==> src/slr_pkg.sv <==
// Shared types and constants for the sliding-window log rate limiter.
// No dependencies; imported by slr_cell and sliding_log_rate_limiter.
package slr_pkg;

    localparam int STAMP_W       = 32;
    localparam int WIN_W         = 16;
    localparam int LIM_W         = 7;
    localparam int WAIT_W        = 16;
    localparam int CNT_OUT_W     = 7;
    localparam int CFG_IDX_W     = 8;
    localparam int CFG_DATA_W    = 16;
    localparam int OUT_DATA_W    = 32;
    localparam int LOG_DEPTH_DEF = 64;

    localparam logic [WIN_W-1:0] WINDOW_RESET  = 16'd60;
    localparam logic [LIM_W-1:0] MAX_REQ_RESET = 7'd30;

    localparam logic [CFG_IDX_W-1:0] REG_WINDOW_LENGTH = 8'd0;
    localparam logic [CFG_IDX_W-1:0] REG_MAX_REQUESTS  = 8'd1;

    localparam logic OP_CHECK   = 1'b0;
    localparam logic OP_REQUEST = 1'b1;

    // per-cell control: shift towards the head, or load the current time
    typedef struct packed {
        logic shift;
        logic load;
    } t_cell_ctrl;

endpackage

==> src/slr_cell.sv <==
// One cell of the time-stamp chain: holds a single logged time.
// Depends on slr_pkg (t_cell_ctrl, STAMP_W).
module slr_cell (
    input  logic                   i_clk,
    input  slr_pkg::t_cell_ctrl    i_ctrl,
    input  logic [slr_pkg::STAMP_W-1:0] i_next,   // stamp of the younger neighbour
    input  logic [slr_pkg::STAMP_W-1:0] i_now,
    output logic [slr_pkg::STAMP_W-1:0] o_stamp
);
    import slr_pkg::*;

    logic [STAMP_W-1:0] r_stamp;
    logic [STAMP_W-1:0] n_stamp;

    always_comb begin
        n_stamp = r_stamp;
        if (i_ctrl.load) begin
            n_stamp = i_now;
        end else if (i_ctrl.shift) begin
            n_stamp = i_next;
        end
    end

    always_ff @(posedge i_clk) begin
        r_stamp <= n_stamp;
    end

    assign o_stamp = r_stamp;

endmodule

==> src/sliding_log_rate_limiter.sv <==
// Sliding-window log rate limiter, top level.
// Depends on slr_pkg and slr_cell.
//
// Usage
//   Input stream (s_axis_*): one transaction per item. tdata carries now_time,
//   tuser carries op (0 check only, 1 request: check and log when allowed).
//   Output stream (m_axis_*): one transaction per item with allowed,
//   wait_ticks, recorded and window_count packed into tdata.
//   Config channel (i_cfg_*): index 0 window_length, index 1 max_requests;
//   other indices are ignored. Ready whenever out of reset; write only while idle.
// Timing
//   Logged times sit in a row of cells, oldest in cell 0. Pruning shifts the
//   row one cell per cycle, once for each entry that ages out on an item
//   (0 to LOG_DEPTH), and the decision step follows once no aged entry is
//   left. A new item is taken only after the last one has left the decision step.
// Reset
//   Synchronous, active low: log empty, registers back to 60 and 30. Both
//   input-side readies stay low while reset is held.
//   No clearing pass; cells hold nothing meaningful until written.
// Back-pressure
//   The result waits in an output register; the next item is taken while it
//   waits, and processing holds at the decision step until the register frees.
module sliding_log_rate_limiter #(
    parameter int LOG_DEPTH = slr_pkg::LOG_DEPTH_DEF
) (
    input  logic                              i_clk,
    input  logic                              i_rst_n,
    // config write channel
    input  logic                              i_cfg_valid,
    output logic                              o_cfg_ready,
    input  logic [slr_pkg::CFG_IDX_W-1:0]     i_cfg_index,
    input  logic [slr_pkg::CFG_DATA_W-1:0]    i_cfg_data,
    // input stream
    input  logic                              s_axis_tvalid,
    output logic                              s_axis_tready,
    input  logic [slr_pkg::STAMP_W-1:0]       s_axis_tdata,  // [31:0] now_time
    input  logic                              s_axis_tuser,  // [0] op
    // output stream
    output logic                              m_axis_tvalid,
    input  logic                              m_axis_tready,
    // [0] allowed, [16:1] wait_ticks, [17] recorded, [24:18] window_count,
    // [31:25] zero
    output logic [slr_pkg::OUT_DATA_W-1:0]    m_axis_tdata
);
    import slr_pkg::*;

    localparam int CW = $clog2(LOG_DEPTH + 1);        // width of the fill count
    localparam int LW = (CW > LIM_W) ? CW : LIM_W;    // width for limit compare
    localparam int DW = STAMP_W + 2;                  // signed headroom for ageing sum
    localparam int PAD_W = OUT_DATA_W - (1 + WAIT_W + 1 + CNT_OUT_W);

    typedef enum logic [1:0] {
        S_IDLE,
        S_PRUNE,
        S_DECIDE
    } t_state;

    t_state               r_state;
    logic [WIN_W-1:0]     r_window;
    logic [LIM_W-1:0]     r_max_req;
    logic [CW-1:0]        r_count;
    logic                 r_op;
    logic [STAMP_W-1:0]   r_now;
    logic                 r_out_valid;
    logic [OUT_DATA_W-1:0] r_out_data;

    logic [STAMP_W-1:0]   w_stamp [LOG_DEPTH];
    t_cell_ctrl           w_ctrl  [LOG_DEPTH];

    logic [DW-1:0]        w_diff;
    logic                 w_expired;
    logic [LW-1:0]        w_limit;
    logic                 w_allowed;
    logic                 w_record;
    logic [WAIT_W-1:0]    w_wait;
    logic [CW-1:0]        w_count_after;
    logic                 w_out_free;
    logic                 w_do_shift;
    logic                 w_do_load;

    // ---------------------------------------------------------------------
    // Cell row
    // ---------------------------------------------------------------------
    for (genvar k = 0; k < LOG_DEPTH; k++) begin : g_cell
        logic [STAMP_W-1:0] w_next;
        if (k == LOG_DEPTH - 1) begin : g_tail
            assign w_next = w_stamp[k];
        end else begin : g_body
            assign w_next = w_stamp[k+1];
        end

        assign w_ctrl[k].shift = w_do_shift;
        assign w_ctrl[k].load  = w_do_load && (r_count == CW'(k));

        slr_cell u_cell (
            .i_clk   (i_clk),
            .i_ctrl  (w_ctrl[k]),
            .i_next  (w_next),
            .i_now   (r_now),
            .o_stamp (w_stamp[k])
        );
    end

    // ---------------------------------------------------------------------
    // Ageing and decision datapath
    // ---------------------------------------------------------------------
    // oldest + window - now; negative means the oldest entry has aged out
    assign w_diff    = {2'b00, w_stamp[0]} + {{(DW-WIN_W){1'b0}}, r_window}
                     - {2'b00, r_now};
    assign w_expired = w_diff[DW-1];

    always_comb begin
        if (r_max_req == '0) begin
            w_limit = LW'(1);
        end else if (LW'(r_max_req) > LW'(LOG_DEPTH)) begin
            w_limit = LW'(LOG_DEPTH);
        end else begin
            w_limit = LW'(r_max_req);
        end
    end

    assign w_allowed = LW'(r_count) < w_limit;
    assign w_record  = w_allowed && (r_op == OP_REQUEST) && (r_count < CW'(LOG_DEPTH));
    assign w_count_after = w_record ? r_count + CW'(1) : r_count;

    // refused wait: at least one tick, saturating
    always_comb begin
        if (w_diff[DW-1] || (w_diff == '0)) begin
            w_wait = WAIT_W'(1);
        end else if (w_diff[DW-2:WAIT_W] != '0) begin
            w_wait = '1;
        end else begin
            w_wait = w_diff[WAIT_W-1:0];
        end
    end

    assign w_out_free = !r_out_valid || m_axis_tready;
    assign w_do_shift = (r_state == S_PRUNE) && (r_count != '0) && w_expired;
    assign w_do_load  = (r_state == S_DECIDE) && w_out_free && w_record;

    // ---------------------------------------------------------------------
    // Control and registered outputs
    // ---------------------------------------------------------------------
    always_ff @(posedge i_clk) begin
        if (!i_rst_n) begin
            r_state     <= S_IDLE;
            r_window    <= WINDOW_RESET;
            r_max_req   <= MAX_REQ_RESET;
            r_count     <= '0;
            r_out_valid <= 1'b0;
        end else begin
            if (i_cfg_valid) begin
                case (i_cfg_index)
                    REG_WINDOW_LENGTH: r_window  <= i_cfg_data[WIN_W-1:0];
                    REG_MAX_REQUESTS:  r_max_req <= i_cfg_data[LIM_W-1:0];
                    default: ;
                endcase
            end

            // a new result replaces the one leaving in the same cycle
            if (r_state == S_DECIDE && w_out_free) begin
                r_out_valid <= 1'b1;
            end else if (r_out_valid && m_axis_tready) begin
                r_out_valid <= 1'b0;
            end

            case (r_state)
                S_IDLE: begin
                    if (s_axis_tvalid) begin
                        r_state <= S_PRUNE;
                    end
                end
                S_PRUNE: begin
                    // one aged entry leaves per cycle
                    if (w_do_shift) begin
                        r_count <= r_count - CW'(1);
                    end else begin
                        r_state <= S_DECIDE;
                    end
                end
                S_DECIDE: begin
                    if (w_out_free) begin
                        r_count     <= w_count_after;
                        r_state     <= S_IDLE;
                    end
                end
                default: r_state <= S_IDLE;
            endcase
        end
    end

    // item and result payload, no reset
    always_ff @(posedge i_clk) begin
        if (r_state == S_IDLE && s_axis_tvalid) begin
            r_now <= s_axis_tdata;
            r_op  <= s_axis_tuser;
        end
        if (r_state == S_DECIDE && w_out_free) begin
            r_out_data <= {{PAD_W{1'b0}},
                           CNT_OUT_W'(w_count_after),
                           w_record,
                           (w_allowed ? {WAIT_W{1'b0}} : w_wait),
                           w_allowed};
        end
    end

    assign o_cfg_ready   = i_rst_n;
    assign s_axis_tready = i_rst_n && (r_state == S_IDLE);
    assign m_axis_tvalid = r_out_valid;
    assign m_axis_tdata  = r_out_data;

endmodule
==> config.mk <==
export PLATFORM = sky130hd
export DESIGN_NAME = sliding_log_rate_limiter
export DESIGN_NICKNAME = d
export VERILOG_FILES = /design/src/slr_pkg.sv /design/src/slr_cell.sv /design/src/sliding_log_rate_limiter.sv
export SDC_FILE = /design/constraint.sdc
export NUM_CORES = 2
export LEC_CHECK = 0
export BUFFER_PORTS_ARGS = -buffer_cell sky130_fd_sc_hd__buf_2
export CORE_AREA = 2 2 562 285
export DETAILED_ROUTE_END_ITERATION = 6
export DIE_AREA = 0 0 564 287
export GPL_TIMING_DRIVEN = 0
export PLACE_DENSITY_LB_ADDON = 0.05
export SETUP_SLACK_MARGIN = 0.02
export SLEW_MARGIN = 20
export SYNTH_ARGS = -nofsm -noshare
export SYNTH_HDL_FRONTEND = slang
export SYNTH_SLANG_ARGS = --single-unit
==> constraint.sdc <==
create_clock -name i_clk -period 7.4 [get_ports i_clk]
set_clock_uncertainty 0.15 [all_clocks]
set_input_delay 0.74 -clock i_clk [delete_from_list [all_inputs] [get_ports i_clk]]
set_output_delay 0.74 -clock i_clk [all_outputs]
set_load 0.02 [all_outputs]
==> run_results.csv <==
group,metric,value,unit
status,status,"finished, violations left",
status,violations,"setup timing",
yosys,ys_seq_area_frac,0.6835,
clock_network,cts.sinks,2139,
pwr,power_leakage,37.04,nW
sta,relSlewSlack,0.1714,
yosys,netlist.area_leader.share,0.6764,
hold_path,hold_path_class,"input pin to flip-flop",
setup_path,timing.rr.start,"r_now[20]",
global_route,overflow,0,
floorplanning,fp.dieArea,161900,sq um
run,cap_violations,0,
floorplanning,die_h,287,um
hold_path,holdPathStages,3,
floorplanning,core-area,156700,sq um
yosys,ys_seq_elements,2139,
sta,fin_hold_ws,0.05605,ns
layout,drive_gt1_frac,0.3216,
layout,nNetsFinal,6385,
clock_network,clkLatencyLatePin,0.84,ns
route,drt_first_pass_iters,6,
yosys,yosysTopAreaCell,"edfxtp_1",
global_route,grt_pass1_wl,341200,um
clock_network,clk_path_buf_depth,4,
route,drtAntennaViolNets,0,
place,dpl.cell_count,8123,
setup_path,worstSetupStartpointType,"flip-flop",
clock_network,clk_pin_slew,0.07,ns
sta,final.setup.worst_slack,-0.05616,ns
clock_network,htreeDepth,4,
layout,final_util,0.6607,
setup_path,crit_fanout,32,
place,io_buffers,88,
yosys,syn_area_per_cell,15.82,sq um
sta,rsz0062_at_grt,"yes",
place,gp_congestion,0.9489,
route,drcViolationCount,0,
setup_path,worstSetupPathType,"flip-flop to flip-flop",
place,hpwl,170800,um
sta,hold_viol_final,0,
global_route,track_usage,0.2899,
floorplanning,die_w,564,um
setup_path,reg2reg_depth,13,
yosys,ys_types,67,
clock_network,root_buffer,"clkbuf_16",
yosys,synth-main-ff-cell,"edfxtp_1",
setup_path,cp_data_arrival_time,7.65,ns
pwr,total_power,27.37,mW
sta,max_freq,134.1,MHz
sta,slew_violations,0,
layout,area_delta_synth_final,10.75,%
global_route,grt_start_max_net_pins,34,
hold_path,min_from,"i_cfg_data[10]",
global_route,grt_pass1_vias,49240,
yosys,syn_inst,5908,
pwr,power_density,264.3,nW/um^2
sta,setup_viol,276,
yosys,synth_area,93490,sq um
route,via_per_inst,6.064,
setup_path,critPathLaunch,"r_now[20]",
yosys,ys_async_sr_fraction,0,
route,wl_per_cell,27.61,um
route,via_count,51760,
yosys,synth_edf_count,2106,
floorplanning,start_util,0.5966,
global_route,antenna_found_initial,34,
layout,final_cells,8536,
floorplanning,pin_count,97,
setup_path,endpoint_kind,"flip-flop",
setup_path,cp.required,7.59,ns
sta,period_needed,7.456,ns
sta,worst_slew_pin_slew,1.243,ns
route,drt_first_iter_violations,6303,
sta,finalCritPeriodShare,1.008,
clock_network,numCtsBuffers,190,
route,finalWirelength,235700,um
yosys,yosys_warnings,0,
floorplanning,core.rowCount,103,
clock_network,cts_tree,"built",
pwr,ir_worst_vdd,0.2014,mV
yosys,yosys-top-cells-area,"edfxtp_1 68%, mux2_2 15%, mux2_4 4.7%",
==> logic make-up after synthesis <==
family,count (synthesis),synth area share
AO/OA/AOI/OAI,675,0.03897
XOR/XNOR,30,0.002811
adder cells (fa/ha/maj),77,0.01167
buffers and inverters,614,0.02785
flip-flops,2139,0.6835
multiplexers,1532,0.1959
other,1,0.00004011
AND/OR/NAND/NOR,840,0.03925
==> cell usage in the layout, fill, tap and decap left out, types with 16 or more instances in the layout <==
master / synthesis / final
a21oi_1: 48 / 48
a41oi_1: 16 / 16
and3_1: 16 / 16
buf_1: 53 / 39
buf_12: 1 / 16
buf_2: 19 / 124
buf_6: 30 / 30
clkbuf_1: 413 / 434
clkbuf_16: 0 / 192
clkbuf_2: 0 / 17
clkinv_1: 0 / 36
clkinv_2: 0 / 35
dfxtp_1: 33 / 33
diode_2: 0 / 49
dlygate4sd3_1: 0 / 37
edfxtp_1: 2106 / 2106
fa_1: 17 / 17
ha_1: 60 / 60
inv_1: 89 / 86
mux2_2: 1222 / 1222
mux2_4: 290 / 290
mux2i_1: 20 / 20
nand2_1: 641 / 578
nand2_2: 0 / 57
nand3_1: 49 / 49
nor2_1: 34 / 33
nor2b_1: 21 / 21
o21ai_0: 535 / 532
xnor2_1: 21 / 21
==> layer usage <==
layer	GRT usage	routed length [um]	vias to the layer above
met4	0.04980	3866	20
met3	0.1313	30820	284
li1	-	-	22900
met5	0	355	-
met2	0.3479	85220	2200
met1	0.4734	115500	26360
==> final timing paths <==
check                                   to  slack, ns
max           g_cell[10].u_cell.o_stamp[6]      -0.06
min                           r_window[10]       0.06
max reg2reg   g_cell[10].u_cell.o_stamp[6]      -0.06
min reg2reg  g_cell[63].u_cell.o_stamp[14]       0.31
==> report_power, final <==
part           internal, mW  switching, mW
Combinational         0.873           1.98
Sequential             14.5          0.291
Clock                  5.29           4.44
==> synthesized netlist by cell type, types with 3 or more instances <==
cell and count:
edfxtp_1 2106, mux2_2 1222, nand2_1 641, o21ai_0 535, clkbuf_1 413, mux2_4 290
inv_1 89, ha_1 60, buf_1 53, nand3_1 49, a21oi_1 48, nor2_1 34
dfxtp_1 33, buf_6 30, nor2b_1 21, xnor2_1 21, mux2i_1 20, buf_2 19
fa_1 17, a41oi_1 16, and3_1 16, a211oi_1 14, nor3_1 13, nand3_4 10
buf_4 9, nand2b_1 9, o211ai_1 9, o21a_1 9, xor2_1 9, and2_1 8
nand4_1 7, a21o_1 6, or3_1 6, a21boi_0 5, nand3_2 5, nor4_1 5
a211o_1 4, o21bai_1 4, a22oi_1 3, a31oi_1 3, nand3b_1 3, o21ai_1 3
==> state kept, by name, summed over array words and instances, names as in the netlist <==
register	count
r_state	2
r_now	32
g_cell.u_cell.o_stamp	2048
r_max_req	7
m_axis_tvalid	1
m_axis_tdata	25
r_op	1
r_count	7
r_window	16
==> per-stage QoR <==
| stage | instance area [sq um] | TNS [ns] | setup slack [ns] |
|---|---|---|---|
| 2_1_floorplan | 93510 | 0 | 1.405 |
| 3_3_place_gp | 96580 | -1795.46 | -1.267 |
| 3_5_place_dp | 97140 | -442.12 | -0.3781 |
| 4_1_cts | 103300 | 0 | 0.02715 |
| 5_1_grt | 103400 | -65.87 | -0.1301 |
| 6_report | 103500 | -4.455 | -0.05616 |
==> cell type report <==
| class | count | area, sq um |
|---|---|---|
| Tap cell | 2100 | 2628 |
| Sequential cell | 2139 | 63900 |
| Buffer | 517 | 2291 |
| Clock inverter | 90 | 817.0 |
| Fill cell | 11060 | 53170 |
| Clock buffer | 243 | 5026 |
| Timing Repair Buffer | 148 | 1191 |
| Antenna cell | 49 | 122.6 |
| Inverter | 89 | 337.8 |
| Multi-Input combinational cell | 3161 | 27220 |
==> worst max-delay path, stage by stage (launching register included) <==
cell and delay [ns]:
edfxtp_1 0.87, inv_1 0.22, clkbuf_1 0.77, clkdlybuf4s15_1 0.90
ha_1 0.38, ha_1 0.40, nand2_1 0.13, or3_1 0.38
a211o_1 0.30, nand3_1 0.11, clkbuf_1 0.41, clkbuf_2 0.59
buf_1 0.58, nand2_2 0.70
==> timing repair <==
| item | in CTS | in global routing |
|---|---|---|
| cloned | 0 | 0 |
| buffers inserted | 0 | 2 |
| hold buffers | 37 | 0 |
| endpoints found under the hold margin | 37 | 0 |
| gates resized for setup | 2 | 17 |
| endpoints found under the setup margin | 1547 | 1331 |
Note: power is estimated with default switching activity, not from simulation.
